## config.mk

```make
export PLATFORM = sky130hd
export DESIGN_NAME = lcg_ranged_random
export DESIGN_NICKNAME = d
export VERILOG_FILES = /design/src/sv/lrr_pkg.sv /design/src/sv/lrr_cell.sv /design/src/sv/lrr_divider.sv /design/src/sv/lcg_ranged_random.sv
export SDC_FILE = /design/constraint.sdc
export NUM_CORES = 1
export LEC_CHECK = 0
export BUFFER_PORTS_ARGS = -buffer_cell sky130_fd_sc_hd__buf_2
export CAP_MARGIN = 20
export CORE_MARGIN = 3
export CORE_UTILIZATION = 59
export DETAILED_ROUTE_END_ITERATION = 12
export PLACE_DENSITY = 0.78
export SETUP_SLACK_MARGIN = 0.5
export SLEW_MARGIN = 20
export SYNTH_ARGS = -nofsm -noshare
export SYNTH_HDL_FRONTEND = slang
export SYNTH_HIERARCHICAL = 1
export SYNTH_SLANG_ARGS = --single-unit
export TNS_END_PERCENT = 10
```

## constraint.sdc

```tcl
create_clock -name clock -period 34.1 [get_ports clock]
set_clock_uncertainty 0.1 [all_clocks]
set_input_delay 6.82 -clock clock [delete_from_list [all_inputs] [get_ports clock]]
set_output_delay 6.82 -clock clock [all_outputs]
set_load 0.005 [all_outputs]
```

## src/sv/lrr_pkg.sv

```systemverilog
// ----------------------------------------------------------------------------
// Ranged random generator package
// Widths, generator constants, command codes, states and cell control.
// ----------------------------------------------------------------------------
`timescale 1ns / 1ps
`default_nettype none

package lrr_pkg;

   localparam int WORD_WIDTH  = 32;
   localparam int COUNT_WIDTH = $clog2(WORD_WIDTH);
   localparam int CMD_WIDTH   = 2;

   localparam logic [WORD_WIDTH-1:0]  LCG_MUL      = 32'd214013;
   localparam logic [WORD_WIDTH-1:0]  LCG_ADD      = 32'd2531011;
   localparam int                     TEMPER_SHIFT = 15;
   localparam logic [COUNT_WIDTH-1:0] COUNT_LAST   = COUNT_WIDTH'(WORD_WIDTH - 1);

   typedef enum logic [CMD_WIDTH-1:0] {
      CMD_RANGE_U = 2'd0,
      CMD_RANGE_S = 2'd1,
      CMD_RAW     = 2'd2,
      CMD_RESEED  = 2'd3
   } cmd_type;

   typedef enum logic [2:0] {
      ST_IDLE,
      ST_ADVANCE,
      ST_LOAD,
      ST_DIVIDE,
      ST_SUM,
      ST_DONE
   } state_type;

   typedef struct packed {
      logic load;
      logic step;
   } cell_ctrl_type;

endpackage

`default_nettype wire

```

## src/sv/lrr_cell.sv

```systemverilog
// ----------------------------------------------------------------------------
// Divider bit cell
// Holds one remainder bit and one dividend bit; subtracts one divisor bit
// with borrow ripple and shifts toward the upper neighbor on each step.
// ----------------------------------------------------------------------------
`timescale 1ns / 1ps
`default_nettype none

module lrr_cell
   import lrr_pkg::*;
(
   input  wire logic          clock,
   input  wire cell_ctrl_type ctrl,
   input  wire logic          take,
   input  wire logic          dvd_load,
   input  wire logic          rem_left,
   input  wire logic          dvd_left,
   input  wire logic          span_bit,
   input  wire logic          borrow_left,
   output logic               rem_out,
   output logic               dvd_out,
   output logic               borrow_out
);

   logic rem_ff, rem_in;
   logic dvd_ff, dvd_in;
   logic diff;

   assign diff       = rem_left ^ span_bit ^ borrow_left;
   assign borrow_out = (~rem_left & span_bit) | (~(rem_left ^ span_bit) & borrow_left);

   always_comb begin
      rem_in = rem_ff;
      dvd_in = dvd_ff;
      if (ctrl.load) begin
         rem_in = 1'b0;
         dvd_in = dvd_load;
      end else if (ctrl.step) begin
         rem_in = take ? diff : rem_left;
         dvd_in = dvd_left;
      end
   end

   always_ff @(posedge clock) begin
      rem_ff <= rem_in;
      dvd_ff <= dvd_in;
   end

   assign rem_out = rem_ff;
   assign dvd_out = dvd_ff;

endmodule

`default_nettype wire

```

## src/sv/lrr_divider.sv

```systemverilog
// ----------------------------------------------------------------------------
// Remainder chain
// Row of bit cells forming a restoring divider, one quotient bit per step.
// ----------------------------------------------------------------------------
`timescale 1ns / 1ps
`default_nettype none

module lrr_divider
   import lrr_pkg::*;
(
   input  wire logic                  clock,
   input  wire cell_ctrl_type         ctrl,
   input  wire logic [WORD_WIDTH-1:0] dividend,
   input  wire logic [WORD_WIDTH-1:0] divisor,
   output logic      [WORD_WIDTH-1:0] remainder
);

   logic [WORD_WIDTH-1:0] rem;
   logic [WORD_WIDTH-1:0] dvd;
   logic [WORD_WIDTH:0]   borrow;
   logic                  take;

   assign borrow[0] = 1'b0;
   // overflow bit set means the shifted remainder exceeds any divisor
   assign take      = rem[WORD_WIDTH-1] | ~borrow[WORD_WIDTH];

   for (genvar i = 0; i < WORD_WIDTH; i++) begin : g_cell
      logic rem_left;
      logic dvd_left;
      if (i == 0) begin : g_first
         assign rem_left = dvd[WORD_WIDTH-1];
         assign dvd_left = 1'b0;
      end else begin : g_rest
         assign rem_left = rem[i-1];
         assign dvd_left = dvd[i-1];
      end
      lrr_cell u_cell (
         .clock       (clock),
         .ctrl        (ctrl),
         .take        (take),
         .dvd_load    (dividend[i]),
         .rem_left    (rem_left),
         .dvd_left    (dvd_left),
         .span_bit    (divisor[i]),
         .borrow_left (borrow[i]),
         .rem_out     (rem[i]),
         .dvd_out     (dvd[i]),
         .borrow_out  (borrow[i+1])
      );
   end

   assign remainder = rem;

endmodule

`default_nettype wire

```

## src/sv/lcg_ranged_random.sv

```systemverilog
// ----------------------------------------------------------------------------
// Ranged random generator
// 32-bit congruential generator with tempered output, ranged draws and reseed.
// ----------------------------------------------------------------------------
// Usage:
//   req channel: tdata carries range_low (bits 31:0) and range_high (63:32),
//   tuser the command. rsp channel: tdata the value, tuser bounds_inverted.
//   One response per request transaction.
//   Draws (ranged and raw) run from acceptance to rsp_tvalid in these steps:
//   advance the seed, load the remainder chain, 32 steps of the bit-cell
//   divider (one quotient bit per cycle), add the lower bound and register
//   the response once the output register is free. Reseed and inverted
//   bounds skip the divider and go straight to the response. The next
//   request is taken once the generator has returned to idle.
//   One request is in flight at a time; req_tready is high only when idle.
//   The response is held in an output register; while rsp_tready is low the
//   result stays there and a finished next request waits behind it.
//   Reset clears the seed to zero and drops any pending response.
// ----------------------------------------------------------------------------
`timescale 1ns / 1ps
`default_nettype none

module lcg_ranged_random
   import lrr_pkg::*;
(
   input  wire logic        clock,
   input  wire logic        reset,
   input  wire logic        req_tvalid,
   output logic             req_tready,
   input  wire logic [63:0] req_tdata,   // range_low [31:0], range_high [63:32]
   input  wire logic [1:0]  req_tuser,   // cmd [1:0]
   output logic             rsp_tvalid,
   input  wire logic        rsp_tready,
   output logic [31:0]      rsp_tdata,   // value [31:0]
   output logic             rsp_tuser    // bounds_inverted [0]
);

   state_type state_ff, state_in;
   cmd_type   cmd_ff, cmd_in;

   logic [WORD_WIDTH-1:0]  lo_ff, lo_in;
   logic [WORD_WIDTH-1:0]  hi_ff, hi_in;
   logic [WORD_WIDTH-1:0]  seed_ff, seed_in;
   logic [WORD_WIDTH-1:0]  span_ff, span_in;
   logic [WORD_WIDTH-1:0]  base_ff, base_in;
   logic [WORD_WIDTH-1:0]  pend_value_ff, pend_value_in;
   logic                   pend_flag_ff, pend_flag_in;
   logic [COUNT_WIDTH-1:0] count_ff, count_in;
   logic                   rsp_valid_ff, rsp_valid_in;
   logic [WORD_WIDTH-1:0]  rsp_value_ff, rsp_value_in;
   logic                   rsp_flag_ff, rsp_flag_in;

   logic [WORD_WIDTH-1:0] seed_adv;
   logic [WORD_WIDTH-1:0] tempered;
   logic [WORD_WIDTH-1:0] remainder;
   logic                  inverted;
   logic                  rsp_free;
   cell_ctrl_type         cell_ctrl;

   assign seed_adv = seed_ff * LCG_MUL + LCG_ADD;
   assign tempered = seed_ff ^ (seed_ff >> TEMPER_SHIFT);
   assign inverted = (cmd_ff == CMD_RANGE_S) ? ($signed(lo_ff) > $signed(hi_ff))
                                             : (lo_ff > hi_ff);
   assign rsp_free = !rsp_valid_ff || rsp_tready;

   lrr_divider u_divider (
      .clock     (clock),
      .ctrl      (cell_ctrl),
      .dividend  (tempered),
      .divisor   (span_ff),
      .remainder (remainder)
   );

   always_comb begin
      state_in      = state_ff;
      cmd_in        = cmd_ff;
      lo_in         = lo_ff;
      hi_in         = hi_ff;
      seed_in       = seed_ff;
      span_in       = span_ff;
      base_in       = base_ff;
      pend_value_in = pend_value_ff;
      pend_flag_in  = pend_flag_ff;
      count_in      = count_ff;
      rsp_valid_in  = rsp_valid_ff && !rsp_tready;
      rsp_value_in  = rsp_value_ff;
      rsp_flag_in   = rsp_flag_ff;
      cell_ctrl     = '0;
      req_tready    = 1'b0;

      unique case (state_ff)
         ST_IDLE: begin
            req_tready = 1'b1;
            if (req_tvalid) begin
               cmd_in   = cmd_type'(req_tuser);
               lo_in    = req_tdata[WORD_WIDTH-1:0];
               hi_in    = req_tdata[2*WORD_WIDTH-1:WORD_WIDTH];
               state_in = ST_ADVANCE;
            end
         end
         ST_ADVANCE: begin
            pend_flag_in = 1'b0;
            unique case (cmd_ff) inside
               CMD_RESEED: begin
                  seed_in       = lo_ff;
                  pend_value_in = '0;
                  state_in      = ST_DONE;
               end
               CMD_RAW: begin
                  // zero divisor leaves the tempered word as remainder
                  seed_in  = seed_adv;
                  base_in  = '0;
                  span_in  = '0;
                  state_in = ST_LOAD;
               end
               CMD_RANGE_U, CMD_RANGE_S: begin
                  if (inverted) begin
                     pend_value_in = hi_ff;
                     pend_flag_in  = 1'b1;
                     state_in      = ST_DONE;
                  end else begin
                     seed_in  = seed_adv;
                     base_in  = lo_ff;
                     span_in  = hi_ff - lo_ff + 1'b1;
                     state_in = ST_LOAD;
                  end
               end
            endcase
         end
         ST_LOAD: begin
            cell_ctrl.load = 1'b1;
            count_in       = '0;
            state_in       = ST_DIVIDE;
         end
         ST_DIVIDE: begin
            cell_ctrl.step = 1'b1;
            count_in       = count_ff + 1'b1;
            if (count_ff == COUNT_LAST) begin
               state_in = ST_SUM;
            end
         end
         ST_SUM: begin
            pend_value_in = base_ff + remainder;
            state_in      = ST_DONE;
         end
         ST_DONE: begin
            if (rsp_free) begin
               rsp_valid_in = 1'b1;
               rsp_value_in = pend_value_ff;
               rsp_flag_in  = pend_flag_ff;
               state_in     = ST_IDLE;
            end
         end
         default: begin
            state_in = ST_IDLE;
         end
      endcase
   end

   always_ff @(posedge clock) begin
      if (reset) begin
         state_ff     <= ST_IDLE;
         seed_ff      <= '0;
         rsp_valid_ff <= 1'b0;
      end else begin
         state_ff     <= state_in;
         seed_ff      <= seed_in;
         rsp_valid_ff <= rsp_valid_in;
      end
   end

   always_ff @(posedge clock) begin
      cmd_ff        <= cmd_in;
      lo_ff         <= lo_in;
      hi_ff         <= hi_in;
      span_ff       <= span_in;
      base_ff       <= base_in;
      pend_value_ff <= pend_value_in;
      pend_flag_ff  <= pend_flag_in;
      count_ff      <= count_in;
      rsp_value_ff  <= rsp_value_in;
      rsp_flag_ff   <= rsp_flag_in;
   end

   assign rsp_tvalid = rsp_valid_ff;
   assign rsp_tdata  = rsp_value_ff;
   assign rsp_tuser  = rsp_flag_ff;

endmodule

`default_nettype wire

```

; Word-level counts from Yosys, hierarchy flattened
; Index checks and enable logic that the tools add are counted.
[totals]
register_bits = 301
latchBits = 0
mem_bits_rw = 0
mem_bits_ro = 0
input_bits = 70
output_inout_bits = 35
wordCells = 459
n_memories = 0
[op_classes]
n_addsub = 5
mul = 1
div_mod_pow = 0
n_lt_le_gt_ge = 2
eq_ne = 15
n_shift = 0
mux = 119
bitwise = 223
reduce_logical = 17
[op_table]
columns = op, count
row1 = $pmux 32 s2, 4
row2 = $mux 32, 4
row3 = $mux 1, 103
row4 = $pmux 32 s3, 1
row5 = $gt 32x32->1, 2
row6 = $not 1->1, 64
row7 = $and 1x1->1, 63
row8 = $xor 1x1->1, 63
row9 = $add 32x1->32 const B, 1
row10 = $add 32x22->32 const B, 1
row11 = $add 32x32->32, 1
row12 = $mul 32x18->32 const B, 1
row13 = $or 1x1->1, 32
row14 = $sub 32x32->32, 1
row15 = $xor 32x17->32, 1
row16 = $pmux 3 s6, 1
row17 = $mux 3, 4
row18 = $pmux 5 s2, 1
row19 = $pmux 3 s3, 1
row20 = $reduce_and 3->1, 3
row21 = $ne 2x2->1 const B, 4
row22 = $reduce_bool 2->1, 4
row23 = $eq 3x2->1 const B, 2
row24 = $eq 3x3->1 const B, 2
row25 = other kinds (13), 18

; Longest topological paths before layout
; Gate-level depths: netlist of run 1.
[logic_depth]
depth_word = 67
mapped_depth = 36
depth_no_buf = 36

; Cells and area by module
; The synthesis of run 1 kept the hierarchy.
[modules_own_cells]
columns = module, n_inst, cells_per_inst, area_per_inst_um2, seq_area_each_um2
row1 = lcg_ranged_random, 1, 2028, 20895.0, 6756.5
row2 = lrr_cell at u_divider.g_cell[13].u_cell ..., 28, 11, 122.6, 50.0
row3 = lrr_cell at u_divider.g_cell[0].u_cell ..., 4, 10, 116.4, 50.0
row4 = lrr_divider, 1, 33, 242.7, 0.0

; Least setup slack after synthesis of run 1
; OpenSTA, ideal clock, no wires.
[synth_path]
kind = register to register
startpoint = register u_divider.g_cell[31].u_cell.dvd_ff
endpoint = register u_divider.g_cell[0].u_cell.rem_ff
setup_time_ps = 357
t_arrival_ps = 13724
required_time_ps = 33643
path_slack_ps = 19919
stages_incl_launch_ff = 37
n_path_buf = 0
period_less_slack_ps = 14181
path_cell_list = edfxtp_1 -> inv_1 -> fa_1 -> fa_1 -> fa_1 -> fa_1 -> fa_1 -> fa_1 -> fa_1 -> fa_1 -> fa_1 -> fa_1 -> fa_1 -> fa_1 -> fa_1 -> fa_1 -> fa_1 -> fa_1 -> fa_1 -> fa_1 -> fa_1 -> fa_1 -> fa_1 -> fa_1 -> fa_1 -> fa_1 -> fa_1 -> fa_1 -> fa_1 -> fa_1 -> fa_1 -> fa_1 -> fa_1 -> fa_1 -> nand2b_1 -> nand2b_1 -> a311oi_1
[synth_between]
elab_chain_cells = 67
word_cells_on_any_way = 68
classes_between = mux (1) / bitwise (67)
[synth_rtl]
columns = element, line_no
row1 = start: declaration, lrr_cell.sv:26  ; logic dvd_ff, dvd_in;
row2 = start signal: assignment, lrr_cell.sv:46  ; dvd_ff <= dvd_in;
row3 = $not 1->1, lrr_cell.sv:30  ; assign borrow_out = (~rem_left & span_bit) | (~(rem_left ^ span_bit) & borrow_left);
row4 = $and 1x1->1, lrr_cell.sv:30
row5 = via u_divider.borrow[1], lrr_divider.sv:20  ; logic [WORD_WIDTH:0] borrow;
row6 = $and 1x1->1, lrr_cell.sv:30
row7 = $or 1x1->1, lrr_cell.sv:30
row8 = via u_divider.borrow[2], lrr_divider.sv:20
row9 = $and 1x1->1, lrr_cell.sv:30
row10 = $or 1x1->1, lrr_cell.sv:30
row11 = via u_divider.borrow[3], lrr_divider.sv:20
row12 = (+2 left out), --
row13 = via u_divider.borrow[4], lrr_divider.sv:20
row14 = (+2 left out), --
row15 = via u_divider.borrow[5], lrr_divider.sv:20
row16 = (+2 left out), --
row17 = via u_divider.borrow[6], lrr_divider.sv:20
row18 = (+2 left out), --
row19 = via u_divider.borrow[7], lrr_divider.sv:20
row20 = (+2 left out), --
row21 = via u_divider.borrow[8], lrr_divider.sv:20
row22 = (+2 left out), --
row23 = via u_divider.borrow[9], lrr_divider.sv:20
row24 = (+2 left out), --
row25 = via u_divider.borrow[10], lrr_divider.sv:20
row26 = (+2 left out), --
row27 = via u_divider.borrow[11], lrr_divider.sv:20
row28 = (+2 left out), --
row29 = via u_divider.borrow[12], lrr_divider.sv:20
row30 = (+2 left out), --
row31 = via u_divider.borrow[13], lrr_divider.sv:20
row32 = (+2 left out), --
row33 = via u_divider.borrow[14], lrr_divider.sv:20
row34 = (+2 left out), --
row35 = via u_divider.borrow[15], lrr_divider.sv:20
row36 = (+2 left out), --
row37 = via u_divider.borrow[16], lrr_divider.sv:20
row38 = (+2 left out), --
row39 = via u_divider.borrow[17], lrr_divider.sv:20
row40 = (+2 left out), --
row41 = via u_divider.borrow[18], lrr_divider.sv:20
row42 = (+2 left out), --
row43 = via u_divider.borrow[19], lrr_divider.sv:20
row44 = (+2 left out), --
row45 = via u_divider.borrow[20], lrr_divider.sv:20
row46 = (+2 left out), --
row47 = via u_divider.borrow[21], lrr_divider.sv:20
row48 = (+2 left out), --
row49 = via u_divider.borrow[22], lrr_divider.sv:20
row50 = (+2 left out), --
row51 = via u_divider.borrow[23], lrr_divider.sv:20
row52 = (+2 left out), --
row53 = via u_divider.borrow[24], lrr_divider.sv:20
row54 = (+2 left out), --
row55 = via u_divider.borrow[25], lrr_divider.sv:20
row56 = (+2 left out), --
row57 = via u_divider.borrow[26], lrr_divider.sv:20
row58 = (+2 left out), --
row59 = via u_divider.borrow[27], lrr_divider.sv:20
row60 = (+2 left out), --
row61 = via u_divider.borrow[28], lrr_divider.sv:20
row62 = (+2 left out), --
row63 = via u_divider.borrow[29], lrr_divider.sv:20
row64 = (+2 left out), --
row65 = via u_divider.borrow[30], lrr_divider.sv:20
row66 = (+2 left out), --
row67 = via u_divider.borrow[31], lrr_divider.sv:20
row68 = $and 1x1->1, lrr_cell.sv:30
row69 = $or 1x1->1, lrr_cell.sv:30
row70 = via u_divider.borrow[32], lrr_divider.sv:20
row71 = $not 1->1, lrr_divider.sv:25  ; assign take = rem[WORD_WIDTH-1] | ~borrow[WORD_WIDTH];
row72 = $or 1x1->1, lrr_divider.sv:25
row73 = via u_divider.take, lrr_divider.sv:21  ; logic take;
row74 = $mux 1, lrr_cell.sv:39  ; rem_in = take ? diff : rem_left;
row75 = end signal: assignment, lrr_cell.sv:45  ; rem_ff <= rem_in;
row76 = end: declaration, lrr_cell.sv:25  ; logic rem_ff, rem_in;
; The timed path passes the listed nets, and every way through them passes these cells.
; A chain may end at the register's enable or synchronous reset.

; Worst setup path in the final report of run 1
[layout_path]
startpoint = register u_divider.g_cell[31].u_cell.dvd_ff
endpoint = register u_divider.g_cell[16].u_cell.rem_ff
[layout_between]
elab_chain_cells = 67
word_cells_on_any_way = 68
classes_between = mux (1) / bitwise (67)
[layout_rtl]
columns = element, line_no
row1 = $not 1->1, lrr_cell.sv:30
row2 = $and 1x1->1, lrr_cell.sv:30
row3 = via u_divider.borrow[1], lrr_divider.sv:20
row4 = $and 1x1->1, lrr_cell.sv:30
row5 = $or 1x1->1, lrr_cell.sv:30
row6 = via u_divider.borrow[2], lrr_divider.sv:20
row7 = $and 1x1->1, lrr_cell.sv:30
row8 = $or 1x1->1, lrr_cell.sv:30
row9 = via u_divider.borrow[3], lrr_divider.sv:20
row10 = (+2 left out), --
row11 = via u_divider.borrow[4], lrr_divider.sv:20
row12 = (+2 left out), --
row13 = via u_divider.borrow[5], lrr_divider.sv:20
row14 = (+2 left out), --
row15 = via u_divider.borrow[6], lrr_divider.sv:20
row16 = (+2 left out), --
row17 = via u_divider.borrow[7], lrr_divider.sv:20
row18 = (+2 left out), --
row19 = via u_divider.borrow[8], lrr_divider.sv:20
row20 = (+2 left out), --
row21 = via u_divider.borrow[9], lrr_divider.sv:20
row22 = (+2 left out), --
row23 = via u_divider.borrow[10], lrr_divider.sv:20
row24 = (+2 left out), --
row25 = via u_divider.borrow[11], lrr_divider.sv:20
row26 = (+2 left out), --
row27 = via u_divider.borrow[12], lrr_divider.sv:20
row28 = (+2 left out), --
row29 = via u_divider.borrow[13], lrr_divider.sv:20
row30 = (+2 left out), --
row31 = via u_divider.borrow[14], lrr_divider.sv:20
row32 = (+2 left out), --
row33 = via u_divider.borrow[15], lrr_divider.sv:20
row34 = (+2 left out), --
row35 = via u_divider.borrow[16], lrr_divider.sv:20
row36 = (+2 left out), --
row37 = via u_divider.borrow[17], lrr_divider.sv:20
row38 = (+2 left out), --
row39 = via u_divider.borrow[18], lrr_divider.sv:20
row40 = (+2 left out), --
row41 = via u_divider.borrow[19], lrr_divider.sv:20
row42 = (+2 left out), --
row43 = via u_divider.borrow[20], lrr_divider.sv:20
row44 = (+2 left out), --
row45 = via u_divider.borrow[21], lrr_divider.sv:20
row46 = (+2 left out), --
row47 = via u_divider.borrow[22], lrr_divider.sv:20
row48 = (+2 left out), --
row49 = via u_divider.borrow[23], lrr_divider.sv:20
row50 = (+2 left out), --
row51 = via u_divider.borrow[24], lrr_divider.sv:20
row52 = (+2 left out), --
row53 = via u_divider.borrow[25], lrr_divider.sv:20
row54 = (+2 left out), --
row55 = via u_divider.borrow[26], lrr_divider.sv:20
row56 = (+2 left out), --
row57 = via u_divider.borrow[27], lrr_divider.sv:20
row58 = (+2 left out), --
row59 = via u_divider.borrow[28], lrr_divider.sv:20
row60 = (+2 left out), --
row61 = via u_divider.borrow[29], lrr_divider.sv:20
row62 = (+2 left out), --
row63 = via u_divider.borrow[30], lrr_divider.sv:20
row64 = (+2 left out), --
row65 = via u_divider.borrow[31], lrr_divider.sv:20
row66 = $and 1x1->1, lrr_cell.sv:30
row67 = $or 1x1->1, lrr_cell.sv:30
row68 = via u_divider.borrow[32], lrr_divider.sv:20
row69 = $not 1->1, lrr_divider.sv:25
row70 = $or 1x1->1, lrr_divider.sv:25
row71 = via u_divider.take, lrr_divider.sv:21
row72 = $mux 1, lrr_cell.sv:39
row73 = end signal: assignment, lrr_cell.sv:45
row74 = end: declaration, lrr_cell.sv:25
; The timed path passes the listed nets, and every way through them passes these cells.

==> flow_metrics.tcl, run 1 <==
set metrics [dict create \
    yosysMostFrequentCell "inv_1" \
    synth_area_sq_um 25000 \
    dpl.cell_count 2986 \
    vias 17200 \
    placed_cell_area_sq_um 26000 \
    drcViolationCount 0 \
    antenna_left 0 \
    status "finished clean" \
    synth_adder_area_share_pct 30.6 \
    synth_top_family_by_area "adder cells" \
    setup_viol 0 \
    hp-class "flop to flop" \
    dieArea_sq_um 44900 \
    fmax_mhz 68.5 \
    max_cap_viol_count 0 \
    diodes 0 \
    slew_headroom_pct 29.3 \
    ctsResizeCount 0 \
    htreeDepth 1 \
    synth_mux_area_share_pct 1.69 \
    synth_edf_count 233 \
    hold_ws_ns 0.318 \
    synth_compound_area_share_pct 11.0 \
    crit_family "adder cells" \
    drv_slew 0 \
    ys_warn_count 6 \
    cpMostUsedCell "fa_1" \
    slowest_stage "nand2b_2" \
    synthCells 2409 \
    avgRoutedWirePerCell_um 19.5 \
    rows 74 \
    hold_violations 0 \
    critPathMaxStageDelay_ns 0.71 \
    cts_buffers 29 \
    rsz0062_at_grt "no" \
    dr.first_iter.drc_count 1258 \
    yosysSeqAreaShare_pct 33.4 \
    crit_path_start_kind "flop" \
    clk_pin_slew_ns 0.06 \
    layout-drive-gt1-share_pct 8.01 \
    grt_pass1_vias 17700 \
    ys_types 78 \
    cts_root_buf "clkbuf_16" \
    clkLatencyLatePin_ns 0.56 \
    cts_buffer_depth 3 \
    via_per_inst 5.66 \
    ys_async_sr_fraction_pct 0 \
    area_delta_synth_final_pct 7.65 \
    grt_max_degree 122 \
    core_sq_um 41400 \
    crit_type "flop to flop" \
    cts_hold_buf 0 \
    worstPathRequired_ns 34.44 \
    grt_use_met3_pct 4.06 \
    io_pins 105 \
    worstPathMaxFanout 64 \
    fp.dieW_um 212 \
    clkSinkCount 301 \
    fin_crit_sh_pct 42.8 \
    hpwl_um 46100 \
    cp.arrival_ns 14.94 \
    synth_ff_type "edfxtp_1" \
    initial_core_util_pct 60.5 \
    cts_setup_buffers 0 \
    synth_xor_xnor_area_share_pct 4.37 \
    overflow 0 \
    netlist.top_cell.by_area "edfxtp_1" \
    finalNetCount 3039 \
    stdcell_count 3040 \
    ys_ff_latch 301 \
    fin_setup_tns_ns 0 \
    wirelength_um 59200 \
    gp_congestion 0.934 \
    yosys-top-cells-count "490 x inv_1, 270 x ha_1, 233 x edfxtp_1" \
    synth_top_area_share_pct 27.9 \
    grtUsageMet2_pct 45.6 \
    cts_tree "done" \
    antenna_found_initial 0 \
    yosys-top-cells-area "edfxtp_1 28%, fa_1 17%, ha_1 13%, inv_1 7.3%, dfxtp_1 5.4%" \
    numPortBuffers 104 \
    die_h_um 212 \
    finalCriticalPeriod_ns 14.60 \
    tightest_slew_ns 1.06 \
    grt_usage_pct 26.7 \
    synth-simple-area-share_pct 9.99 \
    fin_area_sq_um 27000 \
    grt_busiest_layer "met2" \
    grt_use_met1_pct 35.1 \
    critPathCaptureType "flop" \
    critPathBufInv 1 \
    firstDrtPassIters 5 \
    postSynthAreaPerCell_sq_um 10.4 \
    grt_pass1_wl_um 93400 \
]
==> final timing paths <==
path                                                 startpoint  cells after the start                                               end  slack [ns]
hold reg to reg                      pend_value_ff[5]$_DFFE_PP_                      0                            rsp_tdata[5]$_DFFE_PP_        0.32
setup reg to reg  u_divider/g_cell[31].u_cell/dvd_out$_DFFE_PP_                     36  u_divider/g_cell[16].u_cell/rem_out$_SDFFE_PP0P_       19.50
hold / removal                       pend_value_ff[5]$_DFFE_PP_                      0                            rsp_tdata[5]$_DFFE_PP_        0.32
setup / recovery  u_divider/g_cell[31].u_cell/dvd_out$_DFFE_PP_                     36  u_divider/g_cell[16].u_cell/rem_out$_SDFFE_PP0P_       19.50
==> area by class of cell <==
| class | instances | area [sq um] |
|---|---|---|
| clock inverters | 15 | 164 |
| inverters | 490 | 1840 |
| flip-flops and latches | 301 | 8360 |
| well taps | 532 | 666 |
| fillers | 3204 | 14400 |
| clock buffers | 38 | 811 |
| repair buffers | 117 | 629 |
| multi-input cells | 1547 | 14500 |
==> sequential cells by signal, indices dropped and copies added (netlist names) <==
signal and flops:
count_ff 5, state_ff 3, span_ff 32, pend_flag_ff 1, hi_ff 32, u_divider/g_cell.u_cell/dvd_out 32, u_divider/g_cell.u_cell/rem_out 32, base_ff 32
rsp_tuser 1, cmd_ff 2, seed_ff 32, rsp_tdata 32, pend_value_ff 32, lo_ff 32, rsp_tvalid 1
==> layer usage <==
metal  share of wire [%]  wire (um)  vias to the layer above
met4                 3.5       2080                        0
met2                  48      28600                      478
li1                    -          -                     8204
met3                 6.1       3620                      101
met5                   0          0                        -
met1                  42      24900                     8412
==> logic make-up after synthesis <==
group / Yosys count
XOR/XNOR: 125
AND/OR/NAND/NOR: 491
AO/OA/AOI/OAI: 407
buffers and inverters: 562
flip-flops: 301
multiplexers: 38
other: 1
adder cells (fa/ha/maj): 484
==> layout by cell type (no fill, tap or decap), drive strengths merged, types with 9 or more instances in the layout <==
| master | synthesis | final |
|---|---|---|
| fa | 213 | 213 |
| nand3 | 47 | 47 |
| a311oi | 9 | 9 |
| o31ai | 13 | 13 |
| nor3 | 20 | 20 |
| mux2 | 34 | 34 |
| clkinv | 0 | 9 |
| clkbuf | 34 | 38 |
| nand2b | 23 | 23 |
| a21o | 55 | 55 |
| nand2 | 74 | 74 |
| edfxtp | 233 | 233 |
| or2 | 34 | 34 |
| dfxtp | 68 | 68 |
| buf | 38 | 117 |
| nor2 | 161 | 161 |
| o21ai | 73 | 73 |
| o21a | 15 | 15 |
| a21oi | 103 | 103 |
| or3b | 29 | 29 |
| o41ai | 31 | 31 |
| ha | 270 | 270 |
| inv | 490 | 492 |
| xnor2 | 58 | 58 |
| xor2 | 67 | 67 |
| nor2b | 21 | 21 |
| a211oi | 32 | 32 |
| and3 | 19 | 19 |
| and2 | 34 | 34 |
==> stage by stage <==
step / util (%) / setup WS, ns
global placement: 62.7 / 19.78
floorplan: - / 19.92
global route: 65.1 / 18.82
CTS: 65.1 / 19.55
detailed placement: 62.7 / 19.61
finish: 65.1 / 19.50
Power of run 1 is left out: the tool's default activity adds up to more than one toggle a clock period on the data nets, which glitch-free logic cannot reach.
==> run 2: changes to the inputs <==
==> constraint.sdc (replaced) <==
create_clock -name clock -period 14.5 [get_ports clock]
set_clock_uncertainty 0.1 [all_clocks]
set_input_delay 2.9 -clock clock [delete_from_list [all_inputs] [get_ports clock]]
set_output_delay 2.9 -clock clock [all_outputs]
set_load 0.005 [all_outputs]
==> flow_metrics.tcl, run 2 (synthesis gave the netlist of run 1 again) <==
set metrics [dict create \
    status "finished clean" \
    placed_cell_area_sq_um 26000 \
    slowest_stage "fa_1" \
    fin_crit_sh_pct 94.3 \
    dpl.cell_count 2987 \
    slew_headroom_pct 26.2 \
    overflow 0 \
    utilization_pct 65.6 \
    cp-startpoint "u_divider/g_cell[31].u_cell/dvd_out$_DFFE_PP_" \
    r2r-end "u_divider/g_cell[15].u_cell/rem_out$_SDFFE_PP0P_" \
    initial_core_util_pct 60.5 \
    crit_type "flop to flop" \
    clkSinkCount 301 \
    via_per_inst 5.71 \
    finalNetCount 3044 \
    cp.depth 37 \
    grt_usage_pct 27.1 \
    cpMostUsedCell "fa_1" \
    fin_setup_tns_ns 0 \
    critPathBufInv 2 \
    layout_common_cells "488 x inv_1, 270 x ha_1, 233 x edfxtp_1, 201 x fa_1, 158 x nor2_1" \
    crit_path_start_kind "flop" \
    io_pins 105 \
    cts_root_buf "clkbuf_16" \
    r2r_cells 37 \
    hold_violations 0 \
    fin_area_sq_um 27100 \
    area_delta_synth_final_pct 8.44 \
    crit-reg2reg-launch "u_divider/g_cell[31].u_cell/dvd_out$_DFFE_PP_" \
    max_cap_viol_count 0 \
    cts_hold_buf 0 \
    hp-class "flop to flop" \
    grt_pass1_vias 17900 \
    cts_buffer_depth 3 \
    clkLatencyLatePin_ns 0.57 \
    firstDrtPassIters 5 \
    grt_max_degree 122 \
    core_sq_um 41400 \
    drcViolationCount 0 \
    grt_pass1_wl_um 95100 \
    tightest_slew_ns 1.10 \
    clk_pin_slew_ns 0.06 \
    cts_buffers 30 \
    rsz0062_at_grt "no" \
    numPortBuffers 104 \
    wirelength_um 60000 \
    layout-drive-gt1-share_pct 8.87 \
    dr.first_iter.drc_count 1212 \
    dieArea_sq_um 44900 \
    fmax_mhz 73.2 \
    layout_commonest_cell "inv_1" \
    antenna_left 0 \
    die_h_um 212 \
    htreeDepth 1 \
    crit_family "adder cells" \
    avgRoutedWirePerCell_um 19.7 \
    worstPathRequired_ns 14.84 \
    critPathCaptureType "flop" \
    fp.dieW_um 212 \
    r2r_slack_ns 0.83 \
    drv_slew 0 \
    stdcell_count 3046 \
    hpwl_um 46100 \
    worstPathMaxFanout 16 \
    finalCriticalPeriod_ns 13.67 \
    rows 74 \
    setup_viol 0 \
    cts_tree "done" \
    vias 17400 \
    antenna_found_initial 1 \
    crit_end "u_divider/g_cell[15].u_cell/rem_out$_SDFFE_PP0P_" \
    critPathMaxStageDelay_ns 0.46 \
    gp_congestion 0.966 \
    cp.arrival_ns 14.01 \
]
-- run 2: worst min path at each step --
stage / cells after the start / to / from / slack (ns)
global placement: 0 / rsp_tdata[1]$_DFFE_PP_ / pend_value_ff[1]$_DFFE_PP_ / 0.30
CTS: 0 / rsp_tdata[11]$_DFFE_PP_ / pend_value_ff[11]$_DFFE_PP_ / 0.32
finish: 0 / rsp_tdata[9]$_DFFE_PP_ / pend_value_ff[9]$_DFFE_PP_ / 0.32
global route: 0 / rsp_tdata[14]$_DFFE_PP_ / pend_value_ff[14]$_DFFE_PP_ / 0.32
detailed placement: 0 / rsp_tdata[18]$_DFFE_PP_ / pend_value_ff[18]$_DFFE_PP_ / 0.30
floorplan: 0 / rsp_tdata[0]$_DFFE_PP_ / pend_value_ff[0]$_DFFE_PP_ / 0.30
-- run 2: worst register-to-register path, delay by kind of cell, from the launching register on --
kind                       cells  cell delay (ns)
and+or+nand+nor                2             0.23
adders and majority gates     32            12.31
AOI/OAI and AO/OA              1             0.34
buffers and inverters          2             0.24
DFF                            1             0.34
-- run 2: metal layers --
layer	part of all wire, %	global-route usage [%]
met1	42	36.4
met2	49	46.7
met3	5.6	2.92
met4	3.1	8.68
met5	0	0
-- run 2: layout make-up --
cell class,count,area (sq um)
Antenna cell,1,2.50
Tap cell,532,666
Multi-Input combinational cell,1547,14600
Clock buffer,38,832
Sequential cell,301,8360
Timing Repair Buffer,121,729
Fill cell,3126,14200
Clock inverter,16,171
Inverter,490,1840
-- run 2: what timing repair did --
action | 4_1_cts | 5_1_grt
gates resized for setup | 8 | 11
pin swaps | 0 | 1
setup buffers | 1 | 0
gates cloned | 2 | 0
setup endpoints to repair | 32 | 32
-- run 2: metrics by stage --
stage	hold WS, ns	setup WS [ns]
after floorplan	0.300	0.717
after global placement	0.301	0.586
after detailed placement	0.305	0.378
after CTS	0.320	0.500
after global routing	0.323	0.520
final	0.318	0.832
Power of run 2 is left out for the same reason.
==> run 3: changes to the inputs <==
--- a/config.mk
+++ b/config.mk
@@ -10,7 +10,7 @@
 export CORE_MARGIN = 3
 export CORE_UTILIZATION = 59
 export DETAILED_ROUTE_END_ITERATION = 12
-export PLACE_DENSITY = 0.78
+export PLACE_DENSITY = 0.88
 export SETUP_SLACK_MARGIN = 0.5
 export SLEW_MARGIN = 20
 export SYNTH_ARGS = -nofsm -noshare
==> flow_metrics.tcl, run 3 (synthesis gave the netlist of run 1 again) <==
set metrics [dict create \
    max_cap_viol_count 0 \
    crit-reg2reg-launch "u_divider/g_cell[31].u_cell/dvd_out$_DFFE_PP_" \
    worstPathMaxFanout 8 \
    diodes 0 \
    finalNetCount 3044 \
    crit_type "flop to flop" \
    drv_slew 0 \
    min_from "pend_value_ff[9]$_DFFE_PP_" \
    fin_crit_sh_pct 94.3 \
    cts_buffers 30 \
    via_per_inst 5.90 \
    io_pins 105 \
    cts_buffer_depth 3 \
    grt_use_met3_pct 2.97 \
    avgRoutedWirePerCell_um 20.2 \
    finalCriticalPeriod_ns 13.67 \
    initial_core_util_pct 60.5 \
    slowest_stage "fa_1" \
    dieArea_sq_um 44900 \
    grt_usage_pct 27.1 \
    status "finished clean" \
    hp-class "flop to flop" \
    fmax_mhz 73.1 \
    wirelength_um 61400 \
    core_sq_um 41400 \
    vias 18000 \
    setup_viol 0 \
    cpMostUsedCell "fa_1" \
    layout-drive-gt1-share_pct 9.22 \
    cp-startpoint "u_divider/g_cell[31].u_cell/dvd_out$_DFFE_PP_" \
    grt_use_met1_pct 34.5 \
    grt_pass1_wl_um 96000 \
    clkSinkCount 301 \
    cts_hold_buf 0 \
    crit_path_start_kind "flop" \
    grt_pass1_vias 18500 \
    clkLatencyLatePin_ns 0.57 \
    grtUsageMet2_pct 47.1 \
    hpwl_um 46100 \
    firstDrtPassIters 6 \
    cp.arrival_ns 14.03 \
    cts_root_buf "clkbuf_16" \
    cts_tree "done" \
    die_h_um 212 \
    layout_common_cells "489 x inv_1, 270 x ha_1, 233 x edfxtp_1, 201 x fa_1, 158 x nor2_1" \
    grt_busiest_layer "met2" \
    worstPathRequired_ns 14.86 \
    drcViolationCount 0 \
    htreeDepth 1 \
    antenna_left 0 \
    fp.dieW_um 212 \
    clk_pin_slew_ns 0.06 \
    layout_commonest_cell "inv_1" \
    critPathMaxStageDelay_ns 0.41 \
    grt_max_degree 125 \
    fin_setup_tns_ns 0 \
    overflow 0 \
    gp_congestion 0.981 \
    slew_headroom_pct 30.8 \
    hold_violations 0 \
    numPortBuffers 104 \
    rows 74 \
    critPathCaptureType "flop" \
    dr.first_iter.drc_count 1825 \
    rsz0062_at_grt "no" \
    area_delta_synth_final_pct 8.64 \
    antenna_found_initial 0 \
    tightest_slew_ns 1.04 \
]
run 3: cell type report:
class | count | area [sq um]
clock inverters | 17 | 126
flip-flops and latches | 301 | 8360
inverters | 490 | 1840
repair buffers | 121 | 743
well taps | 532 | 666
multi-input cells | 1547 | 14600
clock buffers | 39 | 826
fillers | 2888 | 14200
run 3: worst max-delay path: cells and delay by family (launching register included):
kind | cells | cell delay [ns]
adders and majority gates | 32 | 12.25
buffers and inverters | 2 | 0.27
and+or+nand+nor | 2 | 0.26
AOI/OAI and AO/OA | 1 | 0.32
DFF | 1 | 0.35
run 3: timing repair:
action,CTS,global route
gates resized for setup,8,22
endpoints found under the setup margin,32,32
setup buffers,0,0
cloned,1,3
pin swaps,0,0
run 3: final timing paths:
path | slack (ns) | to | cells past startpoint
hold reg to reg | 0.32 | rsp_tdata[9]$_DFFE_PP_ | 0
hold / removal | 0.32 | rsp_tdata[9]$_DFFE_PP_ | 0
setup reg to reg | 0.83 | u_divider/g_cell[16].u_cell/rem_out$_SDFFE_PP0P_ | 37
setup / recovery | 0.83 | u_divider/g_cell[16].u_cell/rem_out$_SDFFE_PP0P_ | 37
run 3: metrics by stage:
stage               utilization, %  hold WS (ns)  instance area (sq um)  setup slack [ns]  cells
floorplan                        -         0.300                  25000             0.717   2410
global placement              62.8         0.301                  26000             0.616   2986
detailed placement            62.8         0.305                  26000             0.328   2987
CTS                           65.3         0.319                  27000             0.475   3044
global route                  65.7         0.323                  27200             0.490   3047
finish                        65.7         0.320                  27200             0.826   3047
run 3: metal layers:
| metal | vias to the layer above | wire [um] | share of wire (%) |
|---|---|---|---|
| met2 | 809 | 29900 | 49 |
| met5 | - | 0 | 0 |
| met4 | 0 | 3300 | 5.4 |
| met1 | 8764 | 23900 | 39 |
| li1 | 8200 | - | - |
| met3 | 201 | 4300 | 7.0 |
Power of run 3 is left out for the same reason.
